$ cat config.mk
export PLATFORM = sky130hd
export DESIGN_NAME = bbs_random_bit_generator_unit_flat
export DESIGN_NICKNAME = d
export VERILOG_FILES = /design/src/rtl/bbs_pkg.sv /design/src/rtl/bbs_req_if.sv /design/src/rtl/bbs_rsp_if.sv /design/src/rtl/bbs_ctrl.sv /design/src/rtl/bbs_datapath.sv /design/src/rtl/bbs_random_bit_generator_unit.sv /design/src/flat_wrapper.sv
export SDC_FILE = /design/constraint.sdc
export NUM_CORES = 2
export LEC_CHECK = 0
export ABC_CLOCK_PERIOD_IN_PS = 8200
export BUFFER_PORTS_ARGS = -buffer_cell sky130_fd_sc_hd__buf_2
export CORE_MARGIN = 3
export CORE_UTILIZATION = 55
export CTS_CLUSTER_SIZE = 12
export DETAILED_ROUTE_END_ITERATION = 7
export GPL_TIMING_DRIVEN = 0
export PLACE_DENSITY = 0.76
export SYNTH_ARGS = -nofsm -noshare
export SYNTH_HDL_FRONTEND = slang
export SYNTH_SLANG_ARGS = --single-unit
export TNS_END_PERCENT = 5
$ cat constraint.sdc
create_clock -name clock -period 8.2 [get_ports clock]
set_input_delay 1.64 -clock clock [delete_from_list [all_inputs] [get_ports clock]]
set_output_delay 1.64 -clock clock [all_outputs]
set_load 0.02 [all_outputs]
$ cat src/rtl/bbs_pkg.sv
package bbs_pkg;

   // Default modulus width and the fixed width of the state_value result field
   localparam int MODULUS_WIDTH_DEFAULT = 32;
   localparam int STATE_VALUE_WIDTH     = 32;

   // Configuration register indexes
   localparam int CSR_INDEX_WIDTH = 1;
   typedef logic [CSR_INDEX_WIDTH-1:0] csr_index_type;
   localparam csr_index_type CSR_MODULUS = 1'b0;
   localparam csr_index_type CSR_SEED    = 1'b1;

   // Reset value of the modulus register
   localparam int MODULUS_RESET = 3;

   // Controller to datapath commands
   typedef struct packed {
      logic sel_seed;   // square the seed instead of the stored state
      logic mul;        // capture the square, clear remainder and step count
      logic red_step;   // one shift-subtract step of the reduction
      logic write_cur;  // store the reduced value as the new state
      logic out_load;   // load the result register
   } bbs_cmd_type;

   // Datapath to controller status
   typedef struct packed {
      logic red_last;   // the current reduction step is the final one
   } bbs_status_type;

endpackage

$ cat src/rtl/bbs_req_if.sv
interface bbs_req_if;
   logic valid;
   logic ready;
   logic restart;

   modport source (output valid, output restart, input ready);
   modport sink   (input valid, input restart, output ready);
endinterface

$ cat src/rtl/bbs_rsp_if.sv
interface bbs_rsp_if;
   logic                                  valid;
   logic                                  ready;
   logic                                  random_bit;
   logic [bbs_pkg::STATE_VALUE_WIDTH-1:0] state_value;

   modport source (output valid, output random_bit, output state_value, input ready);
   modport sink   (input valid, input random_bit, input state_value, output ready);
endinterface

$ cat src/rtl/bbs_ctrl.sv
module bbs_ctrl (
   input  logic                    clock,
   input  logic                    reset,
   input  logic                    req_valid,
   input  logic                    req_restart,
   output logic                    req_ready,
   input  logic                    rsp_ready,
   output logic                    rsp_valid,
   output bbs_pkg::bbs_cmd_type    cmd,
   input  bbs_pkg::bbs_status_type status
);

   typedef enum logic [3:0] {
      ST_IDLE = 4'b0001,
      ST_MUL  = 4'b0010,
      ST_RED  = 4'b0100,
      ST_FIN  = 4'b1000
   } state_type;

   state_type state_ff, state_in;
   logic      two_pass_ff, two_pass_in;
   logic      seeded_ff, seeded_in;
   logic      rsp_valid_ff, rsp_valid_in;
   logic      out_free;

   assign req_ready = (state_ff == ST_IDLE);
   assign rsp_valid = rsp_valid_ff;
   assign out_free  = !rsp_valid_ff || rsp_ready;

   always_comb begin
      state_in     = state_ff;
      two_pass_in  = two_pass_ff;
      seeded_in    = seeded_ff;
      rsp_valid_in = rsp_valid_ff && !rsp_ready;
      cmd          = '0;
      unique case (state_ff)
         ST_IDLE: begin
            if (req_valid) begin
               // reload from the seed on restart or on the first item after reset
               two_pass_in = req_restart || !seeded_ff;
               seeded_in   = 1'b1;
               state_in    = ST_MUL;
            end
         end
         ST_MUL: begin
            cmd.mul      = 1'b1;
            cmd.sel_seed = two_pass_ff;
            state_in     = ST_RED;
         end
         ST_RED: begin
            cmd.red_step = 1'b1;
            if (status.red_last) begin
               state_in = ST_FIN;
            end
         end
         ST_FIN: begin
            cmd.write_cur = 1'b1;
            if (two_pass_ff) begin
               two_pass_in = 1'b0;
               state_in    = ST_MUL;
            end else if (out_free) begin
               cmd.out_load = 1'b1;
               rsp_valid_in = 1'b1;
               state_in     = ST_IDLE;
            end
         end
         default: begin
            state_in = ST_IDLE;
         end
      endcase
   end

   always_ff @(posedge clock) begin
      if (reset) begin
         state_ff     <= ST_IDLE;
         two_pass_ff  <= 1'b0;
         seeded_ff    <= 1'b0;
         rsp_valid_ff <= 1'b0;
      end else begin
         state_ff     <= state_in;
         two_pass_ff  <= two_pass_in;
         seeded_ff    <= seeded_in;
         rsp_valid_ff <= rsp_valid_in;
      end
   end

endmodule

$ cat src/rtl/bbs_datapath.sv
module bbs_datapath #(
   parameter int MODULUS_WIDTH = bbs_pkg::MODULUS_WIDTH_DEFAULT
) (
   input  logic                                  clock,
   input  logic                                  reset,
   input  logic                                  csr_write_enable,
   input  bbs_pkg::csr_index_type                csr_index,
   input  logic [MODULUS_WIDTH-1:0]              csr_write_data,
   input  bbs_pkg::bbs_cmd_type                  cmd,
   output bbs_pkg::bbs_status_type               status,
   output logic                                  random_bit,
   output logic [bbs_pkg::STATE_VALUE_WIDTH-1:0] state_value
);

   localparam int ProdWidth = 2 * MODULUS_WIDTH;
   localparam int CntWidth  = $clog2(ProdWidth);

   logic [MODULUS_WIDTH-1:0] modulus_ff, modulus_in;
   logic [MODULUS_WIDTH-1:0] seed_ff, seed_in;
   logic [MODULUS_WIDTH-1:0] cur_ff, cur_in;
   logic [ProdWidth-1:0]     prod_ff, prod_in;
   logic [MODULUS_WIDTH-1:0] rem_ff, rem_in;
   logic [CntWidth-1:0]      cnt_ff, cnt_in;
   logic                     bit_ff, bit_in;
   logic [bbs_pkg::STATE_VALUE_WIDTH-1:0] value_ff, value_in;

   logic [MODULUS_WIDTH-1:0] operand;
   logic [MODULUS_WIDTH:0]   shifted;
   logic [MODULUS_WIDTH-1:0] result;

   assign operand = cmd.sel_seed ? seed_ff : cur_ff;
   assign shifted = {rem_ff, prod_ff[ProdWidth-1]};
   // a zero modulus reduces everything to zero
   assign result  = (modulus_ff == '0) ? '0 : rem_ff;

   assign status.red_last = (cnt_ff == CntWidth'(ProdWidth - 1));
   assign random_bit      = bit_ff;
   assign state_value     = value_ff;

   always_comb begin
      modulus_in = modulus_ff;
      seed_in    = seed_ff;
      if (csr_write_enable) begin
         unique case (csr_index)
            bbs_pkg::CSR_MODULUS: modulus_in = csr_write_data;
            bbs_pkg::CSR_SEED:    seed_in    = csr_write_data;
            default: ;
         endcase
      end
   end

   always_comb begin
      prod_in  = prod_ff;
      rem_in   = rem_ff;
      cnt_in   = cnt_ff;
      cur_in   = cur_ff;
      bit_in   = bit_ff;
      value_in = value_ff;
      if (cmd.mul) begin
         prod_in = ProdWidth'(operand) * ProdWidth'(operand);
         rem_in  = '0;
         cnt_in  = '0;
      end
      if (cmd.red_step) begin
         // remainder stays below the modulus, so one subtract suffices
         prod_in = {prod_ff[ProdWidth-2:0], 1'b0};
         cnt_in  = cnt_ff + CntWidth'(1);
         if (shifted >= {1'b0, modulus_ff}) begin
            rem_in = MODULUS_WIDTH'(shifted - {1'b0, modulus_ff});
         end else begin
            rem_in = shifted[MODULUS_WIDTH-1:0];
         end
      end
      if (cmd.write_cur) begin
         cur_in = result;
      end
      if (cmd.out_load) begin
         bit_in   = result[0];
         value_in = bbs_pkg::STATE_VALUE_WIDTH'(result);
      end
   end

   always_ff @(posedge clock) begin
      if (reset) begin
         modulus_ff <= MODULUS_WIDTH'(bbs_pkg::MODULUS_RESET);
         seed_ff    <= '0;
         cur_ff     <= '0;
      end else begin
         modulus_ff <= modulus_in;
         seed_ff    <= seed_in;
         cur_ff     <= cur_in;
      end
   end

   always_ff @(posedge clock) begin
      prod_ff  <= prod_in;
      rem_ff   <= rem_in;
      cnt_ff   <= cnt_in;
      bit_ff   <= bit_in;
      value_ff <= value_in;
   end

endmodule

$ cat src/rtl/bbs_random_bit_generator_unit.sv
// Channel  Direction  Payload
// req      in         restart
// rsp      out        random_bit, state_value
// csr      in         csr_write_enable, csr_index, csr_write_data
//
// An item runs from accept through the square and its reduction to the state write before the next accept;
// the reduction is a bit-serial shift-subtract of the square, one product bit a cycle.
// A restart item, and the first item after reset, squares twice before its result.
// Reset is synchronous and active high; modulus returns to 3, seed and state to 0.
// A result waits in the output register; a new item is accepted meanwhile and only
// its final write stalls until the output register is free.
module bbs_random_bit_generator_unit #(
   parameter int MODULUS_WIDTH = bbs_pkg::MODULUS_WIDTH_DEFAULT
) (
   input  logic                     clock,
   input  logic                     reset,
   bbs_req_if.sink                  req_if,
   bbs_rsp_if.source                rsp_if,
   input  logic                     csr_write_enable,
   input  bbs_pkg::csr_index_type   csr_index,
   input  logic [MODULUS_WIDTH-1:0] csr_write_data
);

   bbs_pkg::bbs_cmd_type    cmd;
   bbs_pkg::bbs_status_type status;

   bbs_ctrl u_ctrl (
      .clock       (clock),
      .reset       (reset),
      .req_valid   (req_if.valid),
      .req_restart (req_if.restart),
      .req_ready   (req_if.ready),
      .rsp_ready   (rsp_if.ready),
      .rsp_valid   (rsp_if.valid),
      .cmd         (cmd),
      .status      (status)
   );

   bbs_datapath #(
      .MODULUS_WIDTH (MODULUS_WIDTH)
   ) u_datapath (
      .clock            (clock),
      .reset            (reset),
      .csr_write_enable (csr_write_enable),
      .csr_index        (csr_index),
      .csr_write_data   (csr_write_data),
      .cmd              (cmd),
      .status           (status),
      .random_bit       (rsp_if.random_bit),
      .state_value      (rsp_if.state_value)
   );

endmodule

$ cat src/flat_wrapper.sv
// flat-port wrapper written by rule: the top's interface ports become plain ports
module bbs_random_bit_generator_unit_flat 
#(
   parameter int MODULUS_WIDTH = bbs_pkg::MODULUS_WIDTH_DEFAULT
)
  (clock, reset, csr_write_enable, csr_index, csr_write_data, req_if_valid, req_if_restart, req_if_ready, rsp_if_valid, rsp_if_random_bit, rsp_if_state_value, rsp_if_ready);
  bbs_req_if req_if_i ();
  bbs_rsp_if rsp_if_i ();
  input  logic clock;
  input  logic reset;
  input  logic csr_write_enable;
  input  bbs_pkg::csr_index_type csr_index;
  input  logic [MODULUS_WIDTH-1:0] csr_write_data;
  input wire logic [$bits(req_if_i.valid)-1:0] req_if_valid;
  input wire logic [$bits(req_if_i.restart)-1:0] req_if_restart;
  output wire logic [$bits(req_if_i.ready)-1:0] req_if_ready;
  output wire logic [$bits(rsp_if_i.valid)-1:0] rsp_if_valid;
  output wire logic [$bits(rsp_if_i.random_bit)-1:0] rsp_if_random_bit;
  output wire logic [$bits(rsp_if_i.state_value)-1:0] rsp_if_state_value;
  input wire logic [$bits(rsp_if_i.ready)-1:0] rsp_if_ready;
  assign req_if_i.valid = req_if_valid;
  assign req_if_i.restart = req_if_restart;
  assign req_if_ready = req_if_i.ready;
  assign rsp_if_valid = rsp_if_i.valid;
  assign rsp_if_random_bit = rsp_if_i.random_bit;
  assign rsp_if_state_value = rsp_if_i.state_value;
  assign rsp_if_i.ready = rsp_if_ready;
  bbs_random_bit_generator_unit #(.MODULUS_WIDTH(MODULUS_WIDTH)) u_core (.clock(clock), .reset(reset), .req_if(req_if_i), .rsp_if(rsp_if_i), .csr_write_enable(csr_write_enable), .csr_index(csr_index), .csr_write_data(csr_write_data));
endmodule
==> impl_summary.txt <==
----------------------------------------------------
[Status]
  Run status ... complete, but fails checks
  Failing checks ... setup timing

[Clocking]
  Clock insertion delay at the later pin of the skew report ... 550 ps
  Number of H-tree branching levels ... 1
  Hold buffers post-CTS ... 0
  Clock transition at the registers of the reported paths ... 70 ps
  Clock tree from TritonCTS ... built
  Clock buffer count from CTS ... 24
  Clock Tree Root ... sky130_fd_sc_hd__clkbuf_16
  Buffers from clock root to sink, at most ... 3
  Number of sinks handled by clock tree synthesis ... 237

[Die]
  Die area ... 76200 µm²
  Starting density of the core ... 55.8%
  Number of placed I/O pins ... 74
  Die X-Extent ... 276 µm
  Area of the placeable core ... 71900 µm²
  Die Ht ... 276 µm
  Row cnt ... 98

[STA]
  Number of failing hold endpoints at the final stage ... 0
  Measured slew at the worst slew-check pin ... 1040 ps
  Setup TNS after final layout ... -18260 ps
  Worst clock skew on the final layout ... 18.2 ps
  Final count of pins violating max slew ... 0
  Setup repair after global routing missed its margin ... yes
  Final critical-path setup slack ... -814 ps
  Final critical-path share of the clock period ... 110%
  # setup viols final ... 41
  Maximum clock rate ... 111 MHz
  Final Critical Period ... 9010 ps
  Final hold slack ... 464 ps
  Worst relative slew slack ... 30.2%

[Final layout]
  Share of post-route cells with drive strength above 1 ... 12.6%
  Area of all placed cells without fillers ... 45800 µm²
  Area growth, synth to finish ... 14.3%
  Number of fill cells ... 5754
  Final nets ... 5686

[Route]
  Overall routed net length ... 131000 µm
  WL per Instance ... 23.8 µm
  Pre-Repair DR Iteration Count ... 7
  Vias post-DR ... 32500
  DRC violation total after the first TritonRoute iteration ... 3651
  Average vias per placed instance ... 5.90
  DRC Markers ... 0
  Number of nets with antenna violations after routing ... 0

[Logic synthesis]
  Area share of the leading cell type in the synthesized netlist ... 39.6%
  Post-synth EDFFs ... 133
  Gate count after technology mapping ... 4320
  Seq cells post-synth ... 237
  Post-Synthesis Net Count ... 5472
  Synth Flop Type ... sky130_fd_sc_hd__edfxtp_1
  Post-Syn Area per Cell ... 9.28 µm²
  Total standard cell area after synthesis ... 40100 µm²
  Share of the yosys chip area belonging to registers ... 15.2%
  Distinct cells, synth ... 79
  Largest area contributor in the netlist ... sky130_fd_sc_hd__fa_1
  Post-synthesis async set-or-reset flop share ... 0%
  Cell types with the highest counts after synthesis ... 1022 x sky130_fd_sc_hd__inv_1, 793 x sky130_fd_sc_hd__fa_1, 501 x sky130_fd_sc_hd__nand2_1
  Ranking of synthesized cells by area ... sky130_fd_sc_hd__fa_1 40%, sky130_fd_sc_hd__ha_1 10%, sky130_fd_sc_hd__edfxtp_1 10%
  Most frequently used cell type in the post-synthesis netlist ... sky130_fd_sc_hd__inv_1
  Number of warnings issued by yosys ... 0

[Global route]
  Total global routing overflow ... 0
  Total routing resource utilization after global routing ... 35.2%
  Number of global-route vias before repair ... 33800
  Number of antenna violations at the first check in global routing ... 7
  Pin count of the biggest net entering global routing ... 59
  First-pass GRT wire length ... 199000 µm

[Place]
  Placement Cell Area ... 42000 µm²
  Detail Placement HPWL ... 102000 µm
  Last weighted congestion value of the routability-driven placer ... 0.998
  Number of buffer cells added on primary ports ... 72

[Setup path]
  Worst path max stage delay ... 630 ps
  Worst setup path start ... u_core.u_ctrl.state_ff[3]
  Req. time, crit path ... 8500 ps
  Most frequent CP cell ... sky130_fd_sc_hd__fa_1
  Critical path startpoint category ... flop
  Kind of end point of the critical path ... flop
  Startpoint of the worst-slack reg-to-reg timing path ... u_core.u_ctrl.state_ff[3]
  Critical-path top delay cell ... sky130_fd_sc_hd__fa_1
  Endpoint arrival time on the critical path ... 9310 ps
  Maximum fanout along the worst path ... 10
  Type of the setup path with the least slack ... reg2reg

[Pwr]
  Combinational share of power ... 32.4%
  Switching part of the total ... 35.3%
  Power density relative to cell area ... 82.3 nW/µm²
  Int Power ... 2.44 mW
  Maximum VDD drop ... 115 µV
  Clock network fraction of total power ... 28.3%
  Fraction of power consumed by sequential logic ... 39.3%
  Cell leakage power ... 23.3 nW
  Total power draw ... 3.77 mW
  Power spent charging and discharging nets ... 1.33 mW

[Worst hold path]
  Type of the worst min-delay path ... reg2reg
  Startpoint of the worst hold path ... u_core.u_datapath.seed_ff[25]

[Run]
  Max-cap check violation count ... 0

----------------------------------------------------
[logic make-up (layout without fill, tap and decap cells)]
family | Yosys count | in the layout | synth area share (%)
adders and majority gates | 1113 | 1113 | 49.6
other | 2 | 10 | 0.0187
AOI/OAI and AO/OA | 514 | 514 | 8.30
buffers and inverters | 1199 | 1431 | 11.4
and+or+nand+nor | 1070 | 1070 | 11.2
DFF | 237 | 237 | 15.2
muxes | 67 | 67 | 1.75
xor gates and xnor gates | 118 | 118 | 2.58
[critical path: cells and delay by family (launching register included)]
family,cells,cell delay (ps)
buf+inv,8,1140
compound gates,4,970
mux,2,710
fa+ha+maj,9,4300
simple gates,7,1290
flops,1,350
[area by class of cell]
| class | instances | area [µm²] | share of cell area, % |
|---|---|---|---|
| Clock inverter | 2 | 21.3 | 0.0464 |
| Multi-Input combinational cell | 2884 | 30500 | 66.6 |
| Buffer | 163 | 1790 | 3.90 |
| Clock buffer | 42 | 721 | 1.57 |
| Tap cell | 950 | 1190 | 2.59 |
| Antenna cell | 8 | 20.0 | 0.0437 |
| Timing Repair inverter | 1 | 8.76 | 0.0191 |
| Sequential cell | 237 | 6080 | 13.3 |
| Inverter | 1030 | 3960 | 8.65 |
| Timing Repair Buffer | 193 | 1520 | 3.31 |
[through the flow]
| step | setup slack [ps] | util, % | std cells |
|---|---|---|---|
| CTS | -645 | 63.3 | 5486 |
| global placement | -2720 | 58.4 | 5342 |
| finish | -814 | 63.8 | 5510 |
| floorplan | -82.4 | - | 4320 |
| detailed placement | -2800 | 58.4 | 5343 |
| global route | -997 | 63.7 | 5502 |
[path summary, 6_finish.rpt]
check,slack [ps],cells past startpoint,to
min reg2reg,460,2,u_core.u_datapath.seed_ff[25]
max reg2reg,-810,30,u_core.u_datapath.prod_ff[63]
max,-810,30,u_core.u_datapath.prod_ff[63]
min,460,2,u_core.u_datapath.seed_ff[25]
[sequential cells by signal, indices dropped and copies added (netlist names)]
register	flops
u_core.u_datapath.cnt_ff	6
u_core.u_datapath.rem_ff	32
u_core.u_datapath.prod_ff	64
u_core.u_ctrl.rsp_valid	1
u_core.u_datapath.state_value	32
u_core.u_datapath.cur_ff	32
u_core.u_ctrl.seeded_ff	1
u_core.u_ctrl.two_pass_ff	1
u_core.u_datapath.modulus_ff	32
u_core.u_datapath.seed_ff	32
u_core.u_ctrl.state_ff	4
[routing by layer]
metal / track usage [%] / vias to the layer above / wire (µm) / share of wire, %
met5: 0 / - / 164 / 0.13
met4: 19.0 / 6 / 9190 / 7.0
met3: 9.13 / 529 / 14800 / 11
met2: 54.7 / 1937 / 58600 / 45
met1: 45.4 / 16300 / 48200 / 37
li1: - / 13700 / - / -
[power by group through the flow]
stage	Sequential [mW]	Combinational, mW	Clock (mW)
2_1_floorplan	1.48	0.645	0
3_3_place_gp	1.51	0.981	0
3_5_place_dp	1.50	1.01	0
4_1_cts	1.48	1.17	1.08
5_1_grt	1.49	1.29	1.13
6_report	1.48	1.22	1.07
[layout by cell type (no fill, tap or decap), types with 29 or more instances in the layout]
| master | n |
|---|---|
| sky130_fd_sc_hd__a21oi_1 | 151 |
| sky130_fd_sc_hd__nand2_1 | 478 |
| sky130_fd_sc_hd__xor2_1 | 49 |
| sky130_fd_sc_hd__nand4_1 | 32 |
| sky130_fd_sc_hd__a22o_1 | 36 |
| sky130_fd_sc_hd__dfxtp_1 | 100 |
| sky130_fd_sc_hd__nor2b_1 | 37 |
| sky130_fd_sc_hd__nor2_2 | 35 |
| sky130_fd_sc_hd__edfxtp_1 | 133 |
| sky130_fd_sc_hd__o21ai_0 | 97 |
| sky130_fd_sc_hd__a21o_1 | 54 |
| sky130_fd_sc_hd__inv_1 | 993 |
| sky130_fd_sc_hd__nor2_1 | 332 |
| sky130_fd_sc_hd__ha_1 | 304 |
| sky130_fd_sc_hd__clkbuf_1 | 78 |
| sky130_fd_sc_hd__mux2i_1 | 29 |
| sky130_fd_sc_hd__clkbuf_16 | 58 |
| sky130_fd_sc_hd__buf_2 | 75 |
| sky130_fd_sc_hd__fa_1 | 773 |
| sky130_fd_sc_hd__xnor2_1 | 68 |
| sky130_fd_sc_hd__buf_4 | 102 |
[what timing repair did]
item                       4_1_cts  5_1_grt
gates cloned                     4        0
setup buffers                  100       19
setup endpoints to repair       54       48
resized for setup              424       62
pin swaps                       80       23
Note: power is estimated with default switching activity, not from simulation.
